===== src/hdl/imuaf_pkg.sv =====
// ----------------------------------------------------------------------------
// IMU attitude filter package
// Shared widths, register indexes, coefficient bundle and the arctangent table.
// ----------------------------------------------------------------------------
`default_nettype none

package imuaf_pkg;

    localparam int RAW_W   = 16;   // raw sensor count
    localparam int ANGLE_W = 24;   // filtered angle
    localparam int STEP_W  = 16;   // step counter
    localparam int XY_W    = 36;   // CORDIC vector components
    localparam int Z_W     = 28;   // CORDIC angle, 2^-16 degree
    localparam int ACC_W   = 68;   // filter accumulator
    localparam int ADDR_W  = 4;    // APB byte address

    localparam logic [1:0] REG_BLEND  = 2'd0;
    localparam logic [1:0] REG_PERIOD = 2'd1;
    localparam logic [1:0] REG_THRESH = 2'd2;
    localparam logic [1:0] REG_ENABLE = 2'd3;

    typedef struct packed {
        logic [15:0] blend_coeff;
        logic [23:0] sample_period;
    } t_coef;

    // atan(2^-i) in units of 2^-16 degree, rounded.
    function automatic logic signed [Z_W-1:0] atan_entry(input logic [4:0] i);
        logic signed [Z_W-1:0] v;
        case (i)
            5'd0:    v = 28'sd2949120;
            5'd1:    v = 28'sd1740967;
            5'd2:    v = 28'sd919879;
            5'd3:    v = 28'sd466945;
            5'd4:    v = 28'sd234379;
            5'd5:    v = 28'sd117304;
            5'd6:    v = 28'sd58666;
            5'd7:    v = 28'sd29335;
            5'd8:    v = 28'sd14668;
            5'd9:    v = 28'sd7334;
            5'd10:   v = 28'sd3667;
            5'd11:   v = 28'sd1833;
            5'd12:   v = 28'sd917;
            5'd13:   v = 28'sd458;
            5'd14:   v = 28'sd229;
            5'd15:   v = 28'sd115;
            5'd16:   v = 28'sd57;
            5'd17:   v = 28'sd29;
            5'd18:   v = 28'sd14;
            5'd19:   v = 28'sd7;
            5'd20:   v = 28'sd4;
            5'd21:   v = 28'sd2;
            5'd22:   v = 28'sd1;
            default: v = 28'sd0;
        endcase
        return v;
    endfunction

endpackage

`default_nettype wire


===== src/hdl/imuaf_if.sv =====
// ----------------------------------------------------------------------------
// IMU attitude filter channels
// Valid/ready channels for raw samples and for filtered results.
// ----------------------------------------------------------------------------
`default_nettype none

interface imuaf_in_if;
    logic               valid;
    logic               ready;
    logic signed [15:0] accel_x;
    logic signed [15:0] accel_y;
    logic signed [15:0] accel_z;
    logic signed [15:0] gyro_x;
    logic signed [15:0] gyro_y;
    logic signed [15:0] gyro_z;
    logic               clear_steps;

    modport source (output valid, accel_x, accel_y, accel_z, gyro_x, gyro_y, gyro_z,
                    clear_steps, input ready);
    modport sink   (input valid, accel_x, accel_y, accel_z, gyro_x, gyro_y, gyro_z,
                    clear_steps, output ready);
endinterface

interface imuaf_out_if;
    logic               valid;
    logic               ready;
    logic signed [23:0] roll_angle;
    logic signed [23:0] pitch_angle;
    logic signed [23:0] yaw_angle;
    logic        [15:0] step_count;

    modport source (output valid, roll_angle, pitch_angle, yaw_angle, step_count,
                    input ready);
    modport sink   (input valid, roll_angle, pitch_angle, yaw_angle, step_count,
                    output ready);
endinterface

`default_nettype wire


===== src/hdl/imuaf_cordic.sv =====
// ----------------------------------------------------------------------------
// IMU attitude filter CORDIC
// Iterative vectoring atan2, one micro-rotation per cycle.
// ----------------------------------------------------------------------------
`default_nettype none

module imuaf_cordic #(
    parameter int CORDIC_ITERATIONS = 16
) (
    input  wire logic                          i_clk,
    input  wire logic                          i_rst_n,
    input  wire logic                          i_start,
    input  wire logic signed [16:0]            i_y,
    input  wire logic signed [16:0]            i_x,
    output logic                               o_done,
    output logic signed [imuaf_pkg::Z_W-1:0]   o_z
);
    import imuaf_pkg::*;

    localparam int CW = $clog2(CORDIC_ITERATIONS);

    logic                   r_busy;
    logic                   r_done;
    logic [CW-1:0]          r_i;
    logic signed [XY_W-1:0] r_x;
    logic signed [XY_W-1:0] r_y;
    logic signed [Z_W-1:0]  r_z;
    logic                   r_zero;

    logic                   w_neg;
    logic signed [16:0]     w_x0;
    logic signed [16:0]     w_y0;
    logic signed [XY_W-1:0] w_dx;
    logic signed [XY_W-1:0] w_dy;

    assign w_neg = i_x[16];
    assign w_x0  = w_neg ? -i_x : i_x;
    assign w_y0  = w_neg ? -i_y : i_y;
    assign w_dx  = r_y >>> r_i;
    assign w_dy  = r_x >>> r_i;

    always_ff @(posedge i_clk) begin
        if (!i_rst_n) begin
            r_busy <= 1'b0;
            r_done <= 1'b0;
        end else begin
            r_done <= 1'b0;
            if (i_start) begin
                r_busy <= 1'b1;
                r_i    <= '0;
                r_zero <= (i_x == '0) && (i_y == '0);
                r_x    <= $signed({{(XY_W-33){w_x0[16]}}, w_x0, 16'd0});
                r_y    <= $signed({{(XY_W-33){w_y0[16]}}, w_y0, 16'd0});
                if (!w_neg) begin
                    r_z <= '0;
                end else if (!i_y[16]) begin
                    r_z <= Z_W'(180 * 65536);
                end else begin
                    r_z <= -Z_W'(180 * 65536);
                end
            end else if (r_busy) begin
                if (!r_y[XY_W-1]) begin
                    r_x <= r_x + w_dx;
                    r_y <= r_y - w_dy;
                    r_z <= r_z + atan_entry(5'(r_i));
                end else begin
                    r_x <= r_x - w_dx;
                    r_y <= r_y + w_dy;
                    r_z <= r_z - atan_entry(5'(r_i));
                end
                r_i <= r_i + 1'b1;
                if (r_i == CW'(CORDIC_ITERATIONS - 1)) begin
                    r_busy <= 1'b0;
                    r_done <= 1'b1;
                end
            end
        end
    end

    assign o_done = r_done;
    assign o_z    = r_zero ? '0 : r_z;

endmodule

`default_nettype wire


===== src/hdl/imuaf_mac.sv =====
// ----------------------------------------------------------------------------
// IMU attitude filter lane
// Bit-serial multiply-accumulate for one complementary filter axis.
// ----------------------------------------------------------------------------
`default_nettype none

module imuaf_mac #(
    parameter int ANGLE_FRAC_BITS = 8
) (
    input  wire logic                             i_clk,
    input  wire logic                             i_rst_n,
    input  wire logic                             i_start,
    input  wire imuaf_pkg::t_coef                 i_coef,
    input  wire logic signed [23:0]               i_est,
    input  wire logic signed [15:0]               i_gyro,
    input  wire logic signed [imuaf_pkg::Z_W-1:0] i_tilt,
    output logic                                  o_done,
    output logic signed [23:0]                    o_est
);
    import imuaf_pkg::*;

    localparam logic [1:0] PH_IDLE = 2'd0;
    localparam logic [1:0] PH_GYRO = 2'd1;
    localparam logic [1:0] PH_GAIN = 2'd2;
    localparam logic [1:0] PH_TILT = 2'd3;

    localparam logic signed [ACC_W-1:0] RND  = ACC_W'(1) << (39 - ANGLE_FRAC_BITS);
    localparam logic signed [ACC_W-1:0] AMAX = {{(ACC_W-23){1'b0}}, {23{1'b1}}};
    localparam logic signed [ACC_W-1:0] AMIN = {{(ACC_W-23){1'b1}}, 23'd0};

    logic [1:0]              r_ph;
    logic [4:0]              r_cnt;
    logic signed [ACC_W-1:0] r_a;
    logic [23:0]             r_b;
    logic signed [ACC_W-1:0] r_p;
    logic signed [23:0]      r_est;
    logic                    r_done;

    logic signed [ACC_W-1:0] w_sum;
    logic signed [ACC_W-1:0] w_estsh;
    logic signed [ACC_W-1:0] w_shr;
    logic signed [23:0]      w_sat;

    assign w_sum   = r_p + (r_b[0] ? r_a : '0);
    assign w_estsh = $signed({{(ACC_W-24){i_est[23]}}, i_est}) <<< (24 - ANGLE_FRAC_BITS);
    assign w_shr   = (w_sum + RND) >>> (40 - ANGLE_FRAC_BITS);

    always_comb begin
        if (w_shr > AMAX) begin
            w_sat = 24'sh7FFFFF;
        end else if (w_shr < AMIN) begin
            w_sat = 24'sh800000;
        end else begin
            w_sat = w_shr[23:0];
        end
    end

    always_ff @(posedge i_clk) begin
        if (!i_rst_n) begin
            r_ph   <= PH_IDLE;
            r_done <= 1'b0;
        end else begin
            r_done <= 1'b0;
            case (r_ph)
                PH_IDLE: begin
                    if (i_start) begin
                        r_a   <= $signed({{(ACC_W-16){i_gyro[15]}}, i_gyro});
                        r_b   <= i_coef.sample_period;
                        r_p   <= '0;
                        r_cnt <= 5'd23;
                        r_ph  <= PH_GYRO;
                    end
                end
                PH_GYRO: begin
                    r_p   <= w_sum;
                    r_a   <= r_a <<< 1;
                    r_b   <= r_b >> 1;
                    r_cnt <= r_cnt - 1'b1;
                    if (r_cnt == '0) begin
                        // Estimate plus gyro integral, in 2^-24 degree, becomes the gyro-side multiplicand.
                        r_a   <= w_sum + w_estsh;
                        r_b   <= {8'd0, i_coef.blend_coeff};
                        r_p   <= '0;
                        r_cnt <= 5'd15;
                        r_ph  <= PH_GAIN;
                    end
                end
                PH_GAIN: begin
                    r_p   <= w_sum;
                    r_a   <= r_a <<< 1;
                    r_b   <= r_b >> 1;
                    r_cnt <= r_cnt - 1'b1;
                    if (r_cnt == '0) begin
                        r_a   <= $signed({{(ACC_W-Z_W){i_tilt[Z_W-1]}}, i_tilt}) <<< 8;
                        r_b   <= {7'd0, 17'h10000 - {1'b0, i_coef.blend_coeff}};
                        r_cnt <= 5'd16;
                        r_ph  <= PH_TILT;
                    end
                end
                PH_TILT: begin
                    r_p   <= w_sum;
                    r_a   <= r_a <<< 1;
                    r_b   <= r_b >> 1;
                    r_cnt <= r_cnt - 1'b1;
                    if (r_cnt == '0) begin
                        r_est  <= w_sat;
                        r_done <= 1'b1;
                        r_ph   <= PH_IDLE;
                    end
                end
                default: r_ph <= PH_IDLE;
            endcase
        end
    end

    assign o_done = r_done;
    assign o_est  = r_est;

endmodule

`default_nettype wire


===== src/hdl/imu_attitude_filter_step_counter.sv =====
// ----------------------------------------------------------------------------
// IMU attitude filter with step counter
// Complementary roll/pitch/yaw filters and a yaw-swing step counter.
// ----------------------------------------------------------------------------
// Each sample transaction carries one raw six-axis reading. The block first
// runs a shared iterative CORDIC twice, once for the roll tilt angle
// atan2(accel_y, accel_z) and once for the pitch tilt angle
// atan2(-accel_x, accel_z), one micro-rotation per clock. Then three
// bit-serial filter lanes work in parallel, one multiplier bit per clock:
// first gyro times sample_period, then the gyro weight and last the
// accelerometer weight. A new sample is taken only when the previous one
// has left the work stages; the finished result sits in an output register,
// so one result may wait for its consumer while the next sample is already
// in work. A result that is still waiting when the next one is finished
// holds that one back until it is taken. Configuration registers are written
// through the APB port; the user must write them only while the block is
// idle, as the block itself does not enforce it.
// ----------------------------------------------------------------------------
`default_nettype none

module imu_attitude_filter_step_counter #(
    parameter int CORDIC_ITERATIONS = 16,
    parameter int ANGLE_FRAC_BITS   = 8
) (
    input  wire logic                           i_clk,
    input  wire logic                           i_rst_n,
    imuaf_in_if.sink                            i_smp,
    imuaf_out_if.source                         o_res,
    input  wire logic                           psel,
    input  wire logic                           penable,
    input  wire logic                           pwrite,
    input  wire logic [imuaf_pkg::ADDR_W-1:0]   paddr,
    input  wire logic [31:0]                    pwdata,
    output logic [31:0]                         prdata,
    output logic                                pready
);
    import imuaf_pkg::*;

    localparam logic [2:0] S_IDLE  = 3'd0;
    localparam logic [2:0] S_ROLL  = 3'd1;
    localparam logic [2:0] S_PITCH = 3'd2;
    localparam logic [2:0] S_FILT  = 3'd3;
    localparam logic [2:0] S_DONE  = 3'd4;

    // Configuration registers.
    logic [15:0] r_blend;
    logic [23:0] r_period;
    logic [15:0] r_thresh;
    logic        r_enable;

    // Sequencer and captured sample.
    logic [2:0]             r_state;
    logic                   r_cstart;
    logic                   r_mstart;
    logic signed [15:0]     r_ax;
    logic signed [15:0]     r_ay;
    logic signed [15:0]     r_az;
    logic signed [15:0]     r_gx;
    logic signed [15:0]     r_gy;
    logic signed [15:0]     r_gz;
    logic signed [Z_W-1:0]  r_tilt_roll;
    logic signed [Z_W-1:0]  r_tilt_pitch;

    // Filter and step state.
    logic signed [23:0]     r_roll;
    logic signed [23:0]     r_pitch;
    logic signed [23:0]     r_yaw;
    logic                   r_left;
    logic                   r_right;
    logic                   r_half;
    logic [STEP_W-1:0]      r_steps;

    // Output register.
    logic                   r_out_valid;
    logic signed [23:0]     r_out_roll;
    logic signed [23:0]     r_out_pitch;
    logic signed [23:0]     r_out_yaw;
    logic [STEP_W-1:0]      r_out_steps;

    logic                   w_accept;
    logic                   w_cfg_wr;
    logic                   w_cdone;
    logic signed [Z_W-1:0]  w_cz;
    logic signed [16:0]     w_cy;
    logic signed [16:0]     w_cx;
    t_coef                  w_coef;
    logic                   w_done_r;
    logic                   w_done_p;
    logic                   w_done_y;
    logic signed [23:0]     w_roll;
    logic signed [23:0]     w_pitch;
    logic signed [23:0]     w_yaw;
    logic                   w_commit;

    // Step logic on the new yaw estimate.
    logic                   w_above;
    logic                   w_below;
    logic                   n_left;
    logic                   n_right;
    logic                   n_half;
    logic [STEP_W-1:0]      n_steps;

    assign w_accept = i_smp.valid && i_smp.ready;
    assign w_cfg_wr = psel && penable && pwrite && pready;
    assign i_smp.ready = (r_state == S_IDLE);
    assign pready = 1'b1;

    assign w_coef.blend_coeff   = r_blend;
    assign w_coef.sample_period = r_period;

    // The CORDIC sees the roll operands first and the pitch operands second.
    assign w_cx = {r_az[15], r_az};
    assign w_cy = (r_state == S_PITCH) ? -{r_ax[15], r_ax} : {r_ay[15], r_ay};

    always_comb begin
        case (paddr[3:2])
            REG_BLEND:  prdata = {16'd0, r_blend};
            REG_PERIOD: prdata = {8'd0, r_period};
            REG_THRESH: prdata = {16'd0, r_thresh};
            REG_ENABLE: prdata = {31'd0, r_enable};
            default:    prdata = '0;
        endcase
    end

    always_ff @(posedge i_clk) begin
        if (!i_rst_n) begin
            r_blend  <= 16'd58982;
            r_period <= 24'd83886;
            r_thresh <= 16'd5120;
            r_enable <= 1'b0;
        end else if (w_cfg_wr) begin
            case (paddr[3:2])
                REG_BLEND:  r_blend  <= pwdata[15:0];
                REG_PERIOD: r_period <= pwdata[23:0];
                REG_THRESH: r_thresh <= pwdata[15:0];
                REG_ENABLE: r_enable <= pwdata[0];
                default:    ;
            endcase
        end
    end

    imuaf_cordic #(
        .CORDIC_ITERATIONS(CORDIC_ITERATIONS)
    ) u_cordic (
        .i_clk   (i_clk),
        .i_rst_n (i_rst_n),
        .i_start (r_cstart),
        .i_y     (w_cy),
        .i_x     (w_cx),
        .o_done  (w_cdone),
        .o_z     (w_cz)
    );

    imuaf_mac #(.ANGLE_FRAC_BITS(ANGLE_FRAC_BITS)) u_mac_roll (
        .i_clk(i_clk), .i_rst_n(i_rst_n), .i_start(r_mstart), .i_coef(w_coef),
        .i_est(r_roll), .i_gyro(r_gx), .i_tilt(r_tilt_roll),
        .o_done(w_done_r), .o_est(w_roll)
    );

    imuaf_mac #(.ANGLE_FRAC_BITS(ANGLE_FRAC_BITS)) u_mac_pitch (
        .i_clk(i_clk), .i_rst_n(i_rst_n), .i_start(r_mstart), .i_coef(w_coef),
        .i_est(r_pitch), .i_gyro(r_gy), .i_tilt(r_tilt_pitch),
        .o_done(w_done_p), .o_est(w_pitch)
    );

    // Yaw has no accelerometer reference, so its tilt term is zero.
    imuaf_mac #(.ANGLE_FRAC_BITS(ANGLE_FRAC_BITS)) u_mac_yaw (
        .i_clk(i_clk), .i_rst_n(i_rst_n), .i_start(r_mstart), .i_coef(w_coef),
        .i_est(r_yaw), .i_gyro(r_gz), .i_tilt('0),
        .o_done(w_done_y), .o_est(w_yaw)
    );

    // A swing above the positive threshold and one below the negative
    // threshold must alternate; every second swing adds a step.
    assign w_above = $signed({w_yaw[23], w_yaw}) > $signed({9'd0, r_thresh});
    assign w_below = $signed({w_yaw[23], w_yaw}) < -$signed({9'd0, r_thresh});

    always_comb begin
        n_left  = r_left;
        n_right = r_right;
        n_half  = r_half;
        n_steps = r_steps;
        if (r_enable) begin
            if (w_above && !r_left) begin
                n_left  = 1'b1;
                n_right = 1'b0;
                n_steps = r_half ? r_steps + 1'b1 : r_steps;
                n_half  = !r_half;
            end
            if (w_below && !r_right) begin
                n_right = 1'b1;
                n_left  = 1'b0;
                n_steps = r_half ? r_steps + 1'b1 : r_steps;
                n_half  = !r_half;
            end
        end
    end

    // The result is committed once the output register is free.
    assign w_commit = (r_state == S_DONE) && (!r_out_valid || o_res.ready);

    always_ff @(posedge i_clk) begin
        if (!i_rst_n) begin
            r_state     <= S_IDLE;
            r_cstart    <= 1'b0;
            r_mstart    <= 1'b0;
            r_roll      <= '0;
            r_pitch     <= '0;
            r_yaw       <= '0;
            r_left      <= 1'b0;
            r_right     <= 1'b0;
            r_half      <= 1'b0;
            r_steps     <= '0;
            r_out_valid <= 1'b0;
        end else begin
            r_cstart <= 1'b0;
            r_mstart <= 1'b0;
            if (r_out_valid && o_res.ready) begin
                r_out_valid <= 1'b0;
            end
            case (r_state)
                S_IDLE: begin
                    if (w_accept) begin
                        r_ax     <= i_smp.accel_x;
                        r_ay     <= i_smp.accel_y;
                        r_az     <= i_smp.accel_z;
                        r_gx     <= i_smp.gyro_x;
                        r_gy     <= i_smp.gyro_y;
                        r_gz     <= i_smp.gyro_z;
                        r_cstart <= 1'b1;
                        r_state  <= S_ROLL;
                        // A clear request acts before this sample is counted.
                        if (i_smp.clear_steps) begin
                            r_steps <= '0;
                            r_left  <= 1'b0;
                            r_right <= 1'b0;
                            r_half  <= 1'b0;
                        end
                    end
                end
                S_ROLL: begin
                    if (w_cdone) begin
                        r_tilt_roll <= w_cz;
                        r_cstart    <= 1'b1;
                        r_state     <= S_PITCH;
                    end
                end
                S_PITCH: begin
                    if (w_cdone) begin
                        r_tilt_pitch <= w_cz;
                        r_mstart     <= 1'b1;
                        r_state      <= S_FILT;
                    end
                end
                S_FILT: begin
                    if (w_done_r) begin
                        r_state <= S_DONE;
                    end
                end
                S_DONE: begin
                    if (w_commit) begin
                        r_roll      <= w_roll;
                        r_pitch     <= w_pitch;
                        r_yaw       <= w_yaw;
                        r_left      <= n_left;
                        r_right     <= n_right;
                        r_half      <= n_half;
                        r_steps     <= n_steps;
                        r_out_valid <= 1'b1;
                        r_out_roll  <= w_roll;
                        r_out_pitch <= w_pitch;
                        r_out_yaw   <= w_yaw;
                        r_out_steps <= n_steps;
                        r_state     <= S_IDLE;
                    end
                end
                default: r_state <= S_IDLE;
            endcase
        end
    end

    assign o_res.valid       = r_out_valid;
    assign o_res.roll_angle  = r_out_roll;
    assign o_res.pitch_angle = r_out_pitch;
    assign o_res.yaw_angle   = r_out_yaw;
    assign o_res.step_count  = r_out_steps;

    // The CORDIC finishes only while the sequencer waits for a tilt angle.
    a_cordic_done_state: assert property (@(posedge i_clk) disable iff (!i_rst_n)
        w_cdone |-> (r_state == S_ROLL || r_state == S_PITCH))
        else $error("CORDIC finished outside a tilt state");

    // All three lanes start together and so finish together, in S_FILT.
    a_lanes_aligned: assert property (@(posedge i_clk) disable iff (!i_rst_n)
        w_done_r |-> (w_done_p && w_done_y && r_state == S_FILT))
        else $error("filter lanes out of step");

    // An accepted sample always starts the roll tilt angle next.
    a_accept_starts: assert property (@(posedge i_clk) disable iff (!i_rst_n)
        w_accept |=> (r_cstart && r_state == S_ROLL))
        else $error("accepted sample did not start the CORDIC");

endmodule

`default_nettype wire

===== src/flat_wrapper.sv =====
// flat-port wrapper written by rule: the top's interface ports become plain ports
module imu_attitude_filter_step_counter_flat import imuaf_pkg::*;
#(
    parameter int CORDIC_ITERATIONS = 16,
    parameter int ANGLE_FRAC_BITS   = 8
)
  (i_clk, i_rst_n, psel, penable, pwrite, paddr, pwdata, prdata, pready, i_smp_valid, i_smp_accel_x, i_smp_accel_y, i_smp_accel_z, i_smp_gyro_x, i_smp_gyro_y, i_smp_gyro_z, i_smp_clear_steps, i_smp_ready, o_res_valid, o_res_roll_angle, o_res_pitch_angle, o_res_yaw_angle, o_res_step_count, o_res_ready);
  imuaf_in_if i_smp_i ();
  imuaf_out_if o_res_i ();
  input  wire logic i_clk;
  input  wire logic i_rst_n;
  input  wire logic psel;
  input  wire logic penable;
  input  wire logic pwrite;
  input  wire logic [imuaf_pkg::ADDR_W-1:0] paddr;
  input  wire logic [31:0] pwdata;
  output logic [31:0] prdata;
  output logic pready;
  input wire logic [$bits(i_smp_i.valid)-1:0] i_smp_valid;
  input wire logic [$bits(i_smp_i.accel_x)-1:0] i_smp_accel_x;
  input wire logic [$bits(i_smp_i.accel_y)-1:0] i_smp_accel_y;
  input wire logic [$bits(i_smp_i.accel_z)-1:0] i_smp_accel_z;
  input wire logic [$bits(i_smp_i.gyro_x)-1:0] i_smp_gyro_x;
  input wire logic [$bits(i_smp_i.gyro_y)-1:0] i_smp_gyro_y;
  input wire logic [$bits(i_smp_i.gyro_z)-1:0] i_smp_gyro_z;
  input wire logic [$bits(i_smp_i.clear_steps)-1:0] i_smp_clear_steps;
  output wire logic [$bits(i_smp_i.ready)-1:0] i_smp_ready;
  output wire logic [$bits(o_res_i.valid)-1:0] o_res_valid;
  output wire logic [$bits(o_res_i.roll_angle)-1:0] o_res_roll_angle;
  output wire logic [$bits(o_res_i.pitch_angle)-1:0] o_res_pitch_angle;
  output wire logic [$bits(o_res_i.yaw_angle)-1:0] o_res_yaw_angle;
  output wire logic [$bits(o_res_i.step_count)-1:0] o_res_step_count;
  input wire logic [$bits(o_res_i.ready)-1:0] o_res_ready;
  assign i_smp_i.valid = i_smp_valid;
  assign i_smp_i.accel_x = i_smp_accel_x;
  assign i_smp_i.accel_y = i_smp_accel_y;
  assign i_smp_i.accel_z = i_smp_accel_z;
  assign i_smp_i.gyro_x = i_smp_gyro_x;
  assign i_smp_i.gyro_y = i_smp_gyro_y;
  assign i_smp_i.gyro_z = i_smp_gyro_z;
  assign i_smp_i.clear_steps = i_smp_clear_steps;
  assign i_smp_ready = i_smp_i.ready;
  assign o_res_valid = o_res_i.valid;
  assign o_res_roll_angle = o_res_i.roll_angle;
  assign o_res_pitch_angle = o_res_i.pitch_angle;
  assign o_res_yaw_angle = o_res_i.yaw_angle;
  assign o_res_step_count = o_res_i.step_count;
  assign o_res_i.ready = o_res_ready;
  imu_attitude_filter_step_counter #(.CORDIC_ITERATIONS(CORDIC_ITERATIONS), .ANGLE_FRAC_BITS(ANGLE_FRAC_BITS)) u_core (.i_clk(i_clk), .i_rst_n(i_rst_n), .i_smp(i_smp_i), .o_res(o_res_i), .psel(psel), .penable(penable), .pwrite(pwrite), .paddr(paddr), .pwdata(pwdata), .prdata(prdata), .pready(pready));
endmodule

===== config.mk =====
export PLATFORM = sky130hd
export DESIGN_NAME = imu_attitude_filter_step_counter_flat
export DESIGN_NICKNAME = d
export VERILOG_FILES = /design/src/hdl/imuaf_pkg.sv /design/src/hdl/imuaf_if.sv /design/src/hdl/imuaf_cordic.sv /design/src/hdl/imuaf_mac.sv /design/src/hdl/imu_attitude_filter_step_counter.sv /design/src/flat_wrapper.sv
export SDC_FILE = /design/constraint.sdc
export NUM_CORES = 2
export LEC_CHECK = 0
export BUFFER_PORTS_ARGS = -buffer_cell sky130_fd_sc_hd__buf_4
export CAP_MARGIN = 30
export CORE_MARGIN = 3
export CORE_UTILIZATION = 50
export CTS_BUF_LIST = sky130_fd_sc_hd__clkbuf_4
export CTS_CLUSTER_SIZE = 12
export DETAILED_ROUTE_END_ITERATION = 10
export PLACE_DENSITY_LB_ADDON = 0.15
export SYNTH_ARGS = -nofsm -noshare
export SYNTH_HDL_FRONTEND = slang
export SYNTH_SLANG_ARGS = --single-unit

===== constraint.sdc =====
create_clock -name i_clk -period 8.11 [get_ports i_clk]
set_input_delay 2.0275 -clock i_clk [delete_from_list [all_inputs] [get_ports i_clk]]
set_output_delay 2.0275 -clock i_clk [all_outputs]
set_load 0.02 [all_outputs]

==> qor.csv <==
metric,value,unit
layout_setup_ws,371,ps
antenna_found_initial,16,
postRouteAntennaNets,0,
hold_viol,0,
grt_first_pass_wirelength,358000,um
r2r_end,u_core.u_mac_pitch.r_a[66],
yosysUniqueCellTypes,123,
cts_buffers,323,
worstSkewPairLatency,1350,ps
vias,68028,
post-dp-hpwl,168000,um
async_flop_share,0,%
cts_buffer_depth,4,
sw_frac_of_total,41.0,%
hp-class,flip-flop to flip-flop,
critPathCaptureType,flip-flop,
slew_violations,0,
worst_setup_path_start_kind,flip-flop,
fin_crit_sh,95.4,%
cpLargestDelayFamily,compound AO/OA/AOI/OAI gates,
wl_per_cell,20.4,um
reg2reg_setup_slack,370,ps
synth.avg_cell_area,9.12,um2
grt_pass1_vias,64393,
fp.dieH,405,um
cts_tree,built,
arrival,8800,ps
rsz0062_at_grt,yes,
p_per_area,282,nW/um2
grt_max_degree,143,
ys_warn_count,0,
clock_sinks,1097,
required,9170,ps
globalRouteTotalUtil,27.4,%
drt-total-wl,231000,um
start_util,50.6,%
portBuffers,243,
p_comb_share,47.1,%
finalSetupViolations,0,
coreArea,157000,um2
cts_max_level,5,
r2r_cells,32,
synth_cells,8732,
switchingPower,0.0101,W
crit_slowest_cell,edfxtp_1,
ys.flop_type,edfxtp_1,
drc,0,
status,finished clean,
layout_commonest_cell,nand2_1,
die_x,405,um
p_total,0.0247,W
slew_headroom,31.0,%
place_ws,329,ps
clk_pin_slew,60,ps
hold_end,u_core.o_res.pitch_angle[9],
finalCriticalPeriod,7740,ps
initialDrtViolationCount,5873,
synth_edf_count,912,
ys_seq_area_share,39.0,%
area_growth,10.1,%
gp_congestion,0.962,
slowest_delay,480,ps
ir_drop,182,uV
skew,109,ps
fp.dieArea,164000,um2
p_leak,34.9,nW
pin_count,263,
viasPerCell,6.02,
p_int,0.0146,W
root_buffer,clkbuf_4,
reg2reg_from,u_core.u_mac_pitch.r_b[0],
fmax,0.129,GHz
cp_max_fo,4,
synth_area,79600,um2
power_frac_seq,31.4,%
hold_start,u_core.u_mac_pitch.o_est[9],
drive_gt1_share,12.3,%
final_cell_mix,"nand2_1 (948), edfxtp_1 (912), a21oi_1 (775), nor2_1 (718), ha_1 (526)",
setup.worst_path.class,flip-flop to flip-flop,
nNetsFinal,9670,
synth_seq_cells,1097,
cp_num_buf_inv,1,
whs_path_depth,0,
first_pass_iters,6,
maxCapViolations,0,
pwr-share-clk,21.5,%
grt_overflow_total,0,
tightest_slew,1030,ps
rows,145,
==> per-stage QoR <==
| stage | std cells | utilization [%] | area, um2 | TNS, ps | hold WS, ps |
|---|---|---|---|---|---|
| finish | 11298 | 55.7 | 87700 | 0 | 406 |
| global route | 11293 | 55.7 | 87600 | -85.9 | 410 |
| CTS | 11278 | 55.6 | 87500 | 0 | 401 |
| detailed placement | 10717 | 53.1 | 83500 | 0 | 434 |
| global placement | 10712 | 53.0 | 83400 | 0 | 433 |
| floorplan | 8739 | - | 79700 | 0 | 426 |
==> power groups by stage <==
stage                     Combinational (W)  Clock (W)  Sequential [W]
after CTS                            0.0115    0.00545         0.00776
after detailed placement             0.0114          0         0.00787
after global placement               0.0112          0         0.00785
final                                0.0116    0.00530         0.00777
after floorplan                     0.00885          0         0.00775
after global routing                 0.0129    0.00576         0.00783
==> worst max path at each step <==
stage	from	cells after the start	end
2_1_floorplan	u_core.u_cordic.r_i[0]	34	u_core.u_cordic.r_x[34]
3_3_place_gp	u_core.u_mac_roll.r_b[0]	28	u_core.u_mac_roll.r_a[53]
3_5_place_dp	u_core.u_mac_pitch.r_b[0]	30	u_core.u_mac_pitch.r_a[66]
4_1_cts	u_core.u_mac_pitch.r_b[0]	30	u_core.u_mac_pitch.r_a[66]
5_1_grt	u_core.u_mac_pitch.r_b[0]	32	u_core.u_mac_pitch.r_a[66]
6_report	u_core.u_mac_pitch.r_b[0]	32	u_core.u_mac_pitch.r_a[66]
==> Yosys cell counts (107+ instances only) <==
master | number | share of area (%)
clkbuf_1 | 350 | 1.6
ha_1 | 529 | 8.3
edfxtp_1 | 912 | 34
nand3_1 | 159 | 1.0
nor2_1 | 723 | 3.4
nor2b_1 | 143 | 1.1
a21boi_0 | 130 | 1.2
o21ai_0 | 516 | 3.2
a21o_1 | 232 | 2.2
dfxtp_1 | 185 | 4.7
and2_1 | 341 | 2.7
xor2_1 | 225 | 2.5
a221oi_1 | 107 | 1.2
inv_1 | 302 | 1.4
nor3_1 | 169 | 1.1
a21oi_1 | 779 | 4.9
xnor2_1 | 385 | 4.2
nand2_1 | 950 | 4.5
==> sequential cells by signal, indices dropped and copies added, names as in the netlist, 28 cells and up, named ones only <==
signal and flops:
u_core.u_mac_pitch.r_a 68, u_core.u_mac_pitch.r_p 68, u_core.u_mac_roll.r_a 68, u_core.u_mac_roll.r_p 68, u_core.u_mac_yaw.r_a 68, u_core.u_mac_yaw.r_p 68
u_core.u_cordic.r_x 36, u_core.u_cordic.r_y 36, u_core.r_tilt_pitch 28, u_core.r_tilt_roll 28, u_core.u_cordic.r_z 28
==> final cells by class <==
| class | instances | area [um2] |
|---|---|---|
| clock buffers | 468 | 3510 |
| fillers | 14343 | 69600 |
| flip-flops and latches | 1097 | 31100 |
| repair buffers | 373 | 2910 |
| diodes | 12 | 30.0 |
| well taps | 2058 | 2570 |
| multi-input cells | 6890 | 45900 |
| inverters | 307 | 1160 |
| clock inverters | 93 | 485 |
==> timing repair <==
item,CTS,global route
endpoints found under the setup margin,0,18
hold buffers,0,0
resized for setup,0,17
setup buffers,0,8
==> worst register-to-register path, delay by kind of cell, from the launching register on <==
family / cells / cell delay, ps
buffers and inverters: 1 / 60
adder cells (fa/ha/maj): 4 / 1220
AO/OA/AOI/OAI: 18 / 4480
AND/OR/NAND/NOR: 7 / 900
XOR/XNOR: 2 / 320
flip-flops: 1 / 480
==> layer usage <==
metal  vias up  GRT usage (%)  wire length, um
met1     32546           38.2           104000
li1      32675              -                -
met2      2380           43.2           103000
met5         -              0               24
met3       423           4.58            16900
met4         4           9.03             7080
==> cells by family after synthesis <==
logic type                 after synthesis  share of synthesized area (%)
and+or+nand+nor                       3012                           18.4
AOI/OAI and AO/OA                     2543                           20.4
DFF                                   1097                           39.0
buffers and inverters                  752                           3.70
xor gates and xnor gates               616                           6.83
adders and majority gates              538                           8.54
muxes                                  172                           3.00
other                                    2                        0.00943
(Power assumes the default switching activity.)
